==> src/sv/b64me_pkg.sv <==
// types, constants and alphabet lookup for the base64 mime encoder
// no dependencies
`timescale 1ns / 1ps
`default_nettype none

package b64me_pkg;

  localparam logic [7:0] CHAR_CR  = 8'd13;
  localparam logic [7:0] CHAR_LF  = 8'd10;
  localparam logic [7:0] CHAR_PAD = 8'd61;

  localparam logic [5:0] GPL_RESET = 6'd19;

  localparam logic [2:0] IDX_CR = 3'd4;
  localparam logic [2:0] IDX_LF = 3'd5;

  // one request to the back end: four characters, optional line break
  typedef struct packed {
    logic [3:0][7:0] chars;
    logic            crlf;
    logic            last;
  } job_t;

  function automatic logic [7:0] sextet_char(input logic [5:0] v);
    logic [7:0] r;
    if (v < 6'd26) begin
      r = 8'd65 + {2'b00, v};
    end else if (v < 6'd52) begin
      r = 8'd71 + {2'b00, v};
    end else if (v < 6'd62) begin
      r = {2'b00, v} - 8'd4;
    end else if (v == 6'd62) begin
      r = 8'd43;
    end else begin
      r = 8'd47;
    end
    return r;
  endfunction

endpackage

`default_nettype wire

==> src/sv/b64me_front.sv <==
// front end: holds the byte group and line count, builds character requests
// depends on b64me_pkg
`timescale 1ns / 1ps
`default_nettype none

module b64me_front (
  input  wire logic              clk,
  input  wire logic              rst,
  input  wire logic              accept,
  input  wire logic [7:0]        byte_value,
  input  wire logic              last_byte,
  input  wire logic [5:0]        groups_per_line,
  output b64me_pkg::job_t        job,
  output logic                   job_push
);
  import b64me_pkg::*;

  logic [15:0] held_bytes, held_bytes_next;
  logic [1:0]  bytes_in_group, bytes_in_group_next;
  logic [5:0]  groups_on_line, groups_on_line_next;
  logic [5:0]  line_count;
  logic [23:0] word;
  logic [7:0]  b0;

  always_comb begin
    held_bytes_next     = held_bytes;
    bytes_in_group_next = bytes_in_group;
    groups_on_line_next = groups_on_line;
    job                 = '0;
    job.last            = last_byte;
    job_push            = 1'b0;
    word                = {held_bytes, byte_value};
    b0                  = held_bytes[7:0];
    line_count          = groups_on_line + 6'd1;
    if (bytes_in_group[1]) begin
      job_push     = 1'b1;
      job.chars[0] = sextet_char(word[23:18]);
      job.chars[1] = sextet_char(word[17:12]);
      job.chars[2] = sextet_char(word[11:6]);
      job.chars[3] = sextet_char(word[5:0]);
      held_bytes_next     = '0;
      bytes_in_group_next = '0;
      if (groups_per_line == 6'd0) begin
        groups_on_line_next = '0;
      end else if (line_count >= groups_per_line) begin
        job.crlf            = 1'b1;
        groups_on_line_next = '0;
      end else begin
        groups_on_line_next = line_count;
      end
    end else if (!last_byte) begin
      held_bytes_next     = {held_bytes[7:0], byte_value};
      bytes_in_group_next = bytes_in_group + 2'd1;
    end else if (bytes_in_group == 2'd0) begin
      job_push     = 1'b1;
      job.chars[0] = sextet_char(byte_value[7:2]);
      job.chars[1] = sextet_char({byte_value[1:0], 4'b0000});
      job.chars[2] = CHAR_PAD;
      job.chars[3] = CHAR_PAD;
    end else begin
      job_push     = 1'b1;
      job.chars[0] = sextet_char(b0[7:2]);
      job.chars[1] = sextet_char({b0[1:0], byte_value[7:4]});
      job.chars[2] = sextet_char({byte_value[3:0], 2'b00});
      job.chars[3] = CHAR_PAD;
    end
    if (last_byte) begin
      held_bytes_next     = '0;
      bytes_in_group_next = '0;
      groups_on_line_next = '0;
    end
    job_push = job_push & accept;
  end

  always_ff @(posedge clk) begin
    if (rst) begin
      held_bytes     <= '0;
      bytes_in_group <= '0;
      groups_on_line <= '0;
    end else if (accept) begin
      held_bytes     <= held_bytes_next;
      bytes_in_group <= bytes_in_group_next;
      groups_on_line <= groups_on_line_next;
    end
  end

endmodule

`default_nettype wire

==> src/sv/b64me_queue.sv <==
// short request queue between front and back ends, depth 2 or more
// depends on b64me_pkg
`timescale 1ns / 1ps
`default_nettype none

module b64me_queue #(
  parameter int DEPTH = 2
) (
  input  wire logic              clk,
  input  wire logic              rst,
  input  wire logic              wr_en,
  input  b64me_pkg::job_t        wr_data,
  input  wire logic              rd_en,
  output b64me_pkg::job_t        rd_data,
  output logic                   full,
  output logic                   empty
);
  import b64me_pkg::*;

  localparam int PW = $clog2(DEPTH);
  localparam int CW = $clog2(DEPTH + 1);
  localparam logic [PW-1:0] LAST_PTR = PW'(DEPTH - 1);
  localparam logic [CW-1:0] FULL_CNT = CW'(DEPTH);

  job_t          slots [DEPTH];
  logic [PW-1:0] wr_ptr, rd_ptr;
  logic [CW-1:0] count;
  logic          do_wr, do_rd;

  assign full    = (count == FULL_CNT);
  assign empty   = (count == '0);
  assign do_wr   = wr_en & ~full;
  assign do_rd   = rd_en & ~empty;
  assign rd_data = slots[rd_ptr];

  always_ff @(posedge clk) begin
    if (do_wr) begin
      slots[wr_ptr] <= wr_data;
    end
  end

  always_ff @(posedge clk) begin
    if (rst) begin
      wr_ptr <= '0;
      rd_ptr <= '0;
      count  <= '0;
    end else begin
      if (do_wr) begin
        wr_ptr <= (wr_ptr == LAST_PTR) ? '0 : wr_ptr + PW'(1);
      end
      if (do_rd) begin
        rd_ptr <= (rd_ptr == LAST_PTR) ? '0 : rd_ptr + PW'(1);
      end
      case ({do_wr, do_rd})
        2'b10:   count <= count + CW'(1);
        2'b01:   count <= count - CW'(1);
        default: count <= count;
      endcase
    end
  end

endmodule

`default_nettype wire

==> src/sv/b64me_back.sv <==
// back end: steps through the characters of each request into the output register
// depends on b64me_pkg
`timescale 1ns / 1ps
`default_nettype none

module b64me_back (
  input  wire logic              clk,
  input  wire logic              rst,
  input  b64me_pkg::job_t        job,
  input  wire logic              job_valid,
  output logic                   job_pop,
  input  wire logic              pop,
  output logic                   empty,
  output logic [7:0]             char_code,
  output logic                   run_last,
  output logic                   message_end
);
  import b64me_pkg::*;

  logic [2:0] idx, idx_next;
  logic       out_valid;
  logic       advance, load, final_char;
  logic [7:0] sel_char;

  assign empty      = ~out_valid;
  assign advance    = ~out_valid | pop;
  assign load       = advance & job_valid;
  assign final_char = job.crlf ? (idx == IDX_LF) : (idx == 3'd3);
  assign job_pop    = load & final_char;
  assign idx_next   = final_char ? 3'd0 : idx + 3'd1;

  always_comb begin
    case (idx)
      3'd0:    sel_char = job.chars[0];
      3'd1:    sel_char = job.chars[1];
      3'd2:    sel_char = job.chars[2];
      3'd3:    sel_char = job.chars[3];
      IDX_CR:  sel_char = CHAR_CR;
      IDX_LF:  sel_char = CHAR_LF;
      default: sel_char = CHAR_LF;
    endcase
  end

  always_ff @(posedge clk) begin
    if (rst) begin
      out_valid <= 1'b0;
      idx       <= '0;
    end else begin
      if (advance) begin
        out_valid <= job_valid;
      end
      if (load) begin
        idx <= idx_next;
      end
    end
  end

  always_ff @(posedge clk) begin
    if (load) begin
      char_code   <= sel_char;
      run_last    <= final_char;
      message_end <= final_char & job.last;
    end
  end

endmodule

`default_nettype wire

==> src/sv/base64_mime_encoder_unit.sv <==
// base64 encoder with line breaks: a byte that completes or ends a group shows its
// first character on the ports via the queue slot and then the output register;
// characters leave the single output register at one per cycle while the receiver pops;
// a group gives 4 characters (6 with cr lf); rst (synchronous, active high) empties the
// queue, clears group and line state and sets groups_per_line to 19
`timescale 1ns / 1ps
`default_nettype none

module base64_mime_encoder_unit #(
  parameter int QUEUE_DEPTH = 2
) (
  input  wire logic        clk,
  input  wire logic        rst,
  input  wire logic        push,
  output logic             full,
  input  wire logic [7:0]  byte_value,
  input  wire logic        last_byte,
  output logic             empty,
  input  wire logic        pop,
  output logic [7:0]       char_code,
  output logic             run_last,
  output logic             message_end,
  input  wire logic        psel,
  input  wire logic        penable,
  input  wire logic        pwrite,
  input  wire logic [2:0]  paddr,
  input  wire logic [31:0] pwdata,
  output logic [31:0]      prdata,
  output logic             pready
);
  import b64me_pkg::*;

  logic [5:0] groups_per_line;
  logic       accept;
  job_t       front_job, queue_job;
  logic       job_push, job_pop, queue_empty;

  assign pready = 1'b1;
  assign prdata = paddr[2] ? 32'd0 : {26'd0, groups_per_line};
  assign accept = push & ~full;

  always_ff @(posedge clk) begin
    if (rst) begin
      groups_per_line <= GPL_RESET;
    end else if (psel && penable && pwrite && pready && !paddr[2]) begin
      groups_per_line <= pwdata[5:0];
    end
  end

  b64me_front u_front (
    .clk             (clk),
    .rst             (rst),
    .accept          (accept),
    .byte_value      (byte_value),
    .last_byte       (last_byte),
    .groups_per_line (groups_per_line),
    .job             (front_job),
    .job_push        (job_push)
  );

  b64me_queue #(
    .DEPTH (QUEUE_DEPTH)
  ) u_queue (
    .clk     (clk),
    .rst     (rst),
    .wr_en   (job_push),
    .wr_data (front_job),
    .rd_en   (job_pop),
    .rd_data (queue_job),
    .full    (full),
    .empty   (queue_empty)
  );

  b64me_back u_back (
    .clk         (clk),
    .rst         (rst),
    .job         (queue_job),
    .job_valid   (~queue_empty),
    .job_pop     (job_pop),
    .pop         (pop),
    .empty       (empty),
    .char_code   (char_code),
    .run_last    (run_last),
    .message_end (message_end)
  );

endmodule

`default_nettype wire

==> config.mk <==
export PLATFORM = sky130hd
export DESIGN_NAME = base64_mime_encoder_unit
export DESIGN_NICKNAME = d
export VERILOG_FILES = /design/src/sv/b64me_pkg.sv /design/src/sv/b64me_front.sv /design/src/sv/b64me_queue.sv /design/src/sv/b64me_back.sv /design/src/sv/base64_mime_encoder_unit.sv
export SDC_FILE = /design/constraint.sdc
export NUM_CORES = 1
export LEC_CHECK = 0
export BUFFER_PORTS_ARGS = -buffer_cell sky130_fd_sc_hd__buf_2
export CAP_MARGIN = 40
export CORE_UTILIZATION = 30
export DETAILED_ROUTE_END_ITERATION = 12
export PLACE_DENSITY = 0.49
export RECOVER_POWER = 100
export SYNTH_ARGS = -nofsm -noshare
export SYNTH_HDL_FRONTEND = slang
export SYNTH_SLANG_ARGS = --single-unit
==> constraint.sdc <==
create_clock -name clk -period 3.8 [get_ports clk]
set_input_delay 0.76 -clock clk [delete_from_list [all_inputs] [get_ports clk]]
set_output_delay 0.76 -clock clk [all_outputs]
set_load 0.1 [all_outputs]
# Yosys cells after proc, flatten, opt, wreduce, memory -nomap -nowiden
# Memory sizes are Yosys's and may differ from the RTL's. A register that Yosys moved wholly into a read port is not among the register bits.
# Index checks and enable logic that the tools add are counted.
[totals] register_bits=48 ram_bits=68 inputBits=51 output_inout_bits=45 elab_cells=173 memories=1
[memory_table] name="u_queue.slots" depth=2 width=34 rd=1 rd_clocked_by_memory_dff=1 wr=1 line="b64me_queue.sv:25" text="job_t slots [DEPTH];"
[op_classes] addsub=34 order_cmp=28 n_eq_ne=15 muxes=61 bitwise_logic=11 reduce_logical=11
[op_table] cell="8-bit 2-to-1 mux" n=27
[op_table] cell="7-bit by 6-bit adder with 8-bit output, first input constant" n=18
[op_table] cell="6-bit < comparator, second input constant" n=18
[op_table] cell="32-bit 2-to-1 mux" n=2
[op_table] cell="6-bit by 3-bit subtractor with 7-bit output, second input constant" n=9
[op_table] cell="6-bit by 5-bit < comparator with 1-bit output, second input constant" n=9
[op_table] cell="6-bit == test, second input constant" n=7
[op_table] cell="8-bit one-hot mux with 5 select lines" n=1
[op_table] cell="16-bit 2-to-1 mux" n=2
[op_table] cell="6-bit 2-to-1 mux" n=5
[op_table] cell="24-bit 2-to-1 mux" n=1
[op_table] cell="3-bit 2-to-1 mux" n=8
[op_table] cell="1-bit 2-to-1 mux" n=12
[op_table] cell="1-bit bitwise AND" n=7
[op_table] cell="6-bit by 1-bit adder with 6-bit output, second input constant" n=1
[op_table] cell="3-bit by 2-bit == test with 1-bit output, second input constant" n=2
[op_table] cell="3-bit == test, second input constant" n=2
[op_table] cell="6-bit greater-or-equal comparator" n=1
[op_table] cell="6-bit logical NOT" n=1
[op_table] cell="2-bit by 1-bit adder with 2-bit output, second input constant" n=2
[op_table] cell="2-bit == test, second input constant" n=2
[op_table] cell="2-bit logical NOT" n=2
[op_table] cell="2-bit 2-to-1 mux" n=2
[op_table] cell="2-bit one-hot mux with 2 select lines" n=1
[op_table] cell="other kinds (12)" n=18

# Logic depth before layout (Yosys ltp)
[depth] ltp_word=8 ltp_mapped=12 ltp_nobuf=9

# By module
# A second synthesis with hierarchy kept.
[hier_totals] hier_cells=895 area_unflattened_um2=8157.8
[by_module_without_submodules] mod="b64me_front" instances=1 cells_each=620 area_each_um2=4137.7 seq_area_each_um2=480.5
[by_module_without_submodules] mod="b64me_queue" instances=1 cells_each=132 area_each_um2=2668.8 seq_area_each_um2=2142.1
[by_module_without_submodules] mod="b64me_back" instances=1 cells_each=79 area_each_um2=813.3 seq_area_each_um2=380.4
[by_module_without_submodules] mod="base64_mime_encoder_unit" instances=1 cells_each=64 area_each_um2=538.0 seq_area_each_um2=120.1

# Least setup slack after synthesis
# OpenSTA, ideal clock, no wires.
[synth_timing] path_type="input to register" start="input port last_byte" end="memory u_queue.slots[0][0] in the netlist's numbering, enable pin" setup_ps=425 t_arrival_ps=2823 t_required_ps=3375 slack_ps=552 stages=5 path_buffers=2 path_cell_list="buf_2 -> or2_2 -> nand3_1 -> buf_2 -> nor2_1"
[synth_between] elab_chain_cells=6
[synth_lines] element="start: declaration" line="base64_mime_encoder_unit.sv:17" text="input wire logic last_byte,"
[synth_lines] element="1-bit 2-to-1 mux" line="b64me_front.sv:51" text="end else if (!last_byte) begin"
[synth_lines] element="1-bit 2-to-1 mux" line="b64me_front.sv:35" text="if (bytes_in_group[1]) begin"
[synth_lines] element="1-bit bitwise AND" line="b64me_front.sv:72" text="job_push = job_push & accept;"
[synth_lines] element="1-bit bitwise AND" line="b64me_queue.sv:32" text="assign do_wr = wr_en & ~full;"
[synth_lines] element="1-bit 2-to-1 mux" line="b64me_queue.sv:37" text="if (do_wr) begin"
[synth_lines] element="1-bit 2-to-1 mux (implied by the code)" line="b64me_queue.sv:38" text="slots[wr_ptr] <= wr_data;"
[synth_lines] element="end: declaration" line="b64me_queue.sv:25"
# Every way passes these cells.

# Final worst setup path
[layout_timing] start="input port last_byte" end="memory u_queue.slots[1][14] in the netlist's numbering, enable pin"
# The elaborated chain is that of the path after synthesis.

==> summary.md <==
| Metric | Value |
|---|---|
| Via count | `7000` |
| Final Hold Viols | `0` |
| Post-CTS setup buffers | `0` |
| R2r startpoint | `u_front.held_bytes[6]` |
| Critical path data arrival time | `approximately 3100 ps` |
| Synth Instances | `~900` |
| Synth top cells by count | `81 x nand2_1, 78 x edfxtp_1, 71 x a21oi_1` |
| Initial antenna violation count | `0` |
| N_diodes | `0` |
| Critical Path Start Type | `input pin` |
| Via density | `approximately 5.5` |
| Fin worst setup slack | `653 ps` |
| Synth area leader | `edfxtp_1` |
| Vias in the first global route | `between 6000 and 7000` |
| Seq/Total Area, Yosys | `approximately 38%` |
| PD cells | `slightly above 400 nW/um^2` |
| Unique masters post-synth | `76` |
| Synth top area share | `around 28%` |
| Remaining DRCs | `0` |
| CTS buffer count | `17` |
| Leakage Power | `0.00335 uW` |
| GR Overflow Total | `0` |
| Post-Route Setup TNS | `0 ps` |
| Antenna Violating Nets Remaining | `0` |
| Die ar. | `around 28000 um^2` |
| Post-DP HPWL | `between 15000 and 20000 um` |
| Clock transition at path regs | `~60 ps` |
| Max-cap viol count | `2` |
| Ports | `96` |
| Pre-CTS setup slack | `528 ps` |
| Unrepaired setup endpoints after global routing | `false` |
| Clk buf depth | `2` |
| Final net count | `1025` |
| Global-route total usage across every layer | `between 10% and 20%` |
| Core Footprint | `approximately 27000 um^2` |
| Total Power | `3740 uW` |
| Number of synthesized register bits | `roughly 120` |
| Main area contributors after synthesis | `edfxtp_1 28%, dfxtp_1 9.4%, ha_1 7.8%` |
| Worst Setup End Kind | `flop` |
| Final WL | `roughly 24000 um` |
| Synth Area per Inst | `approximately 9.1 um^2` |
| Die height | `168 um` |
| Slew headroom | `-45.1%` |
| Peak supply drop | `0.311 mV` |
| Final setup viols | `0` |
| Hold Path Class | `reg -> reg` |
| TritonCTS clock tree | `built` |
| Final GP Congestion | `around 0.85` |
| Slew @ Worst Pin | `about 2200 ps` |
| Root Driver | `clkbuf_16` |
| FMAX | `around 320 MHz` |
| Area of the mapped netlist | `between 8000 and 9000 um^2` |
| # port buffers | `40` |
| WL/cell | `18.7 um` |
| First drt pass iteration count | `5` |
| Critical Path Fanout Max | `34` |
| Status | `finished, violations left` |
| Tcrit/Tclk final | `between 80 and 90%` |
| Number of flops mapped to enable cells by yosys | `78` |
| Initial Util | `a little under a third` |
| H-Tree Depth | `4` |
| Standard-cell row count | `60` |
| Post-layout min period | `approximately 3100 ps` |
| Placed cell count | `between 1000 and 1500` |
| Hold-fix buffer count after cts | `0` |
| CTS resizes | `0` |
| Worst Path Required | `around 3800 ps` |
| Die width | `between 150 and 200 um` |
| WHS | `490 ps` |
| Largest net degree at the start of global routing | `46` |
| Critical path class | `in -> reg` |
| Most instantiated library cell after synthesis | `nand2_1` |
| Final cell count without fillers | `~1300` |
| CTS sink cnt | `117` |
| First-pass GRT wire length | `between 30000 and 40000 um` |
| Synth warn | `0` |
| Area Growth Syn to Fin | `10.4%` |
| Failing checks | `max-capacitance violations, max-slew violations` |
| HP Start | `u_back.out_valid` |
| Layout cells sized above 1 | `10.6%` |
| Synth async-reset ratio | `0%` |
| Dominant synthesized flop cell | `edfxtp_1` |
| 1st-iter DRT viols | `654` |
| CP startpoint | `last_byte` |
| Clock Latency Late Sink | `slightly above 400 ps` |
| Worst Skew | `roughly 16 ps` |
| Max Slew Vio Count | `81` |
-- stage by stage --
step                cell area [um^2]  utilization, %
floorplan                       8390               -
global placement                8620            31.9
detailed placement              8650            32.0
CTS                             9240            34.2
global route                    9160            33.9
finish                          9160            33.9
-- worst paths after layout --
check | endpoint | slack, ps | depth (start not counted)
max | u_queue.slots[1][14] | 650 | 4
min | u_back.out_valid | 490 | 2
max reg2reg | u_queue.slots[1][12] | 660 | 7
min reg2reg | u_back.out_valid | 490 | 2
-- metal layers --
| metal | global-route usage, % | up-vias | routed length, um |
|---|---|---|---|
| met5 | 0 | - | 0 |
| met4 | 5.65 | 0 | 435 |
| met3 | 2.44 | 27 | 1050 |
| met2 | 26.7 | 205 | 10900 |
| met1 | 23.6 | 3416 | 11400 |
| li1 | - | 3352 | - |
-- cell usage in the layout (no fill, tap or decap), types with 7 or more instances in the layout --
cell type   n
nand2_1    81
edfxtp_1   78
a21oi_1    72
nor2_1     57
ha_1       52
nand3_1    48
inv_1      46
o21ai_0    40
dfxtp_1    39
conb_1     27
xnor2_1    24
clkbuf_1   24
nor3_1     23
buf_2      20
mux2i_1    17
mux2_2     17
clkbuf_16  17
a21o_1     14
a211oi_1   13
nand2b_1   11
buf_4      11
o31ai_1    10
a222oi_1    9
o211ai_1    9
a211o_1     9
o22ai_1     8
nor2b_1     8
a221oi_1    7
or3_1       7
-- worst max-delay path, stage by stage --
cell,delay [ps]
clkbuf_1,550
or2_2,250
and3_1,150
clkbuf_1,1400
-- power by group --
part	switching, uW	total [uW]	internal [uW]
sequential	38.1	1460	1420
clock	657	1590	931
combinational	523	686	163
-- state kept, by name, summed over array words and instances (netlist names), 2 cells and up, named ones only --
signal,flops
groups_per_line,6
u_back.char_code,8
u_back.idx,3
u_front.bytes_in_group,2
u_front.groups_on_line,6
u_front.held_bytes,16
u_queue.count,2
u_queue.slots,68
-- logic make-up after synthesis --
group                      share of synthesized area (%)
and+or+nand+nor                                     17.0
other                                             0.0906
adders and majority gates                           7.85
xor gates and xnor gates                            3.17
muxes                                               4.50
AOI/OAI and AO/OA                                   21.3
DFF                                                 37.7
buffers and inverters                               8.40
-- layout make-up --
type,instances,area [um^2]
clock buffers,17,425
flip-flops and latches,117,3120
well taps,341,427
multi-input cells,682,4550
fillers,2822,17900
inverters,47,176
repair buffers,57,293
clock inverters,15,160
Note: power is estimated with default switching activity, not from simulation.
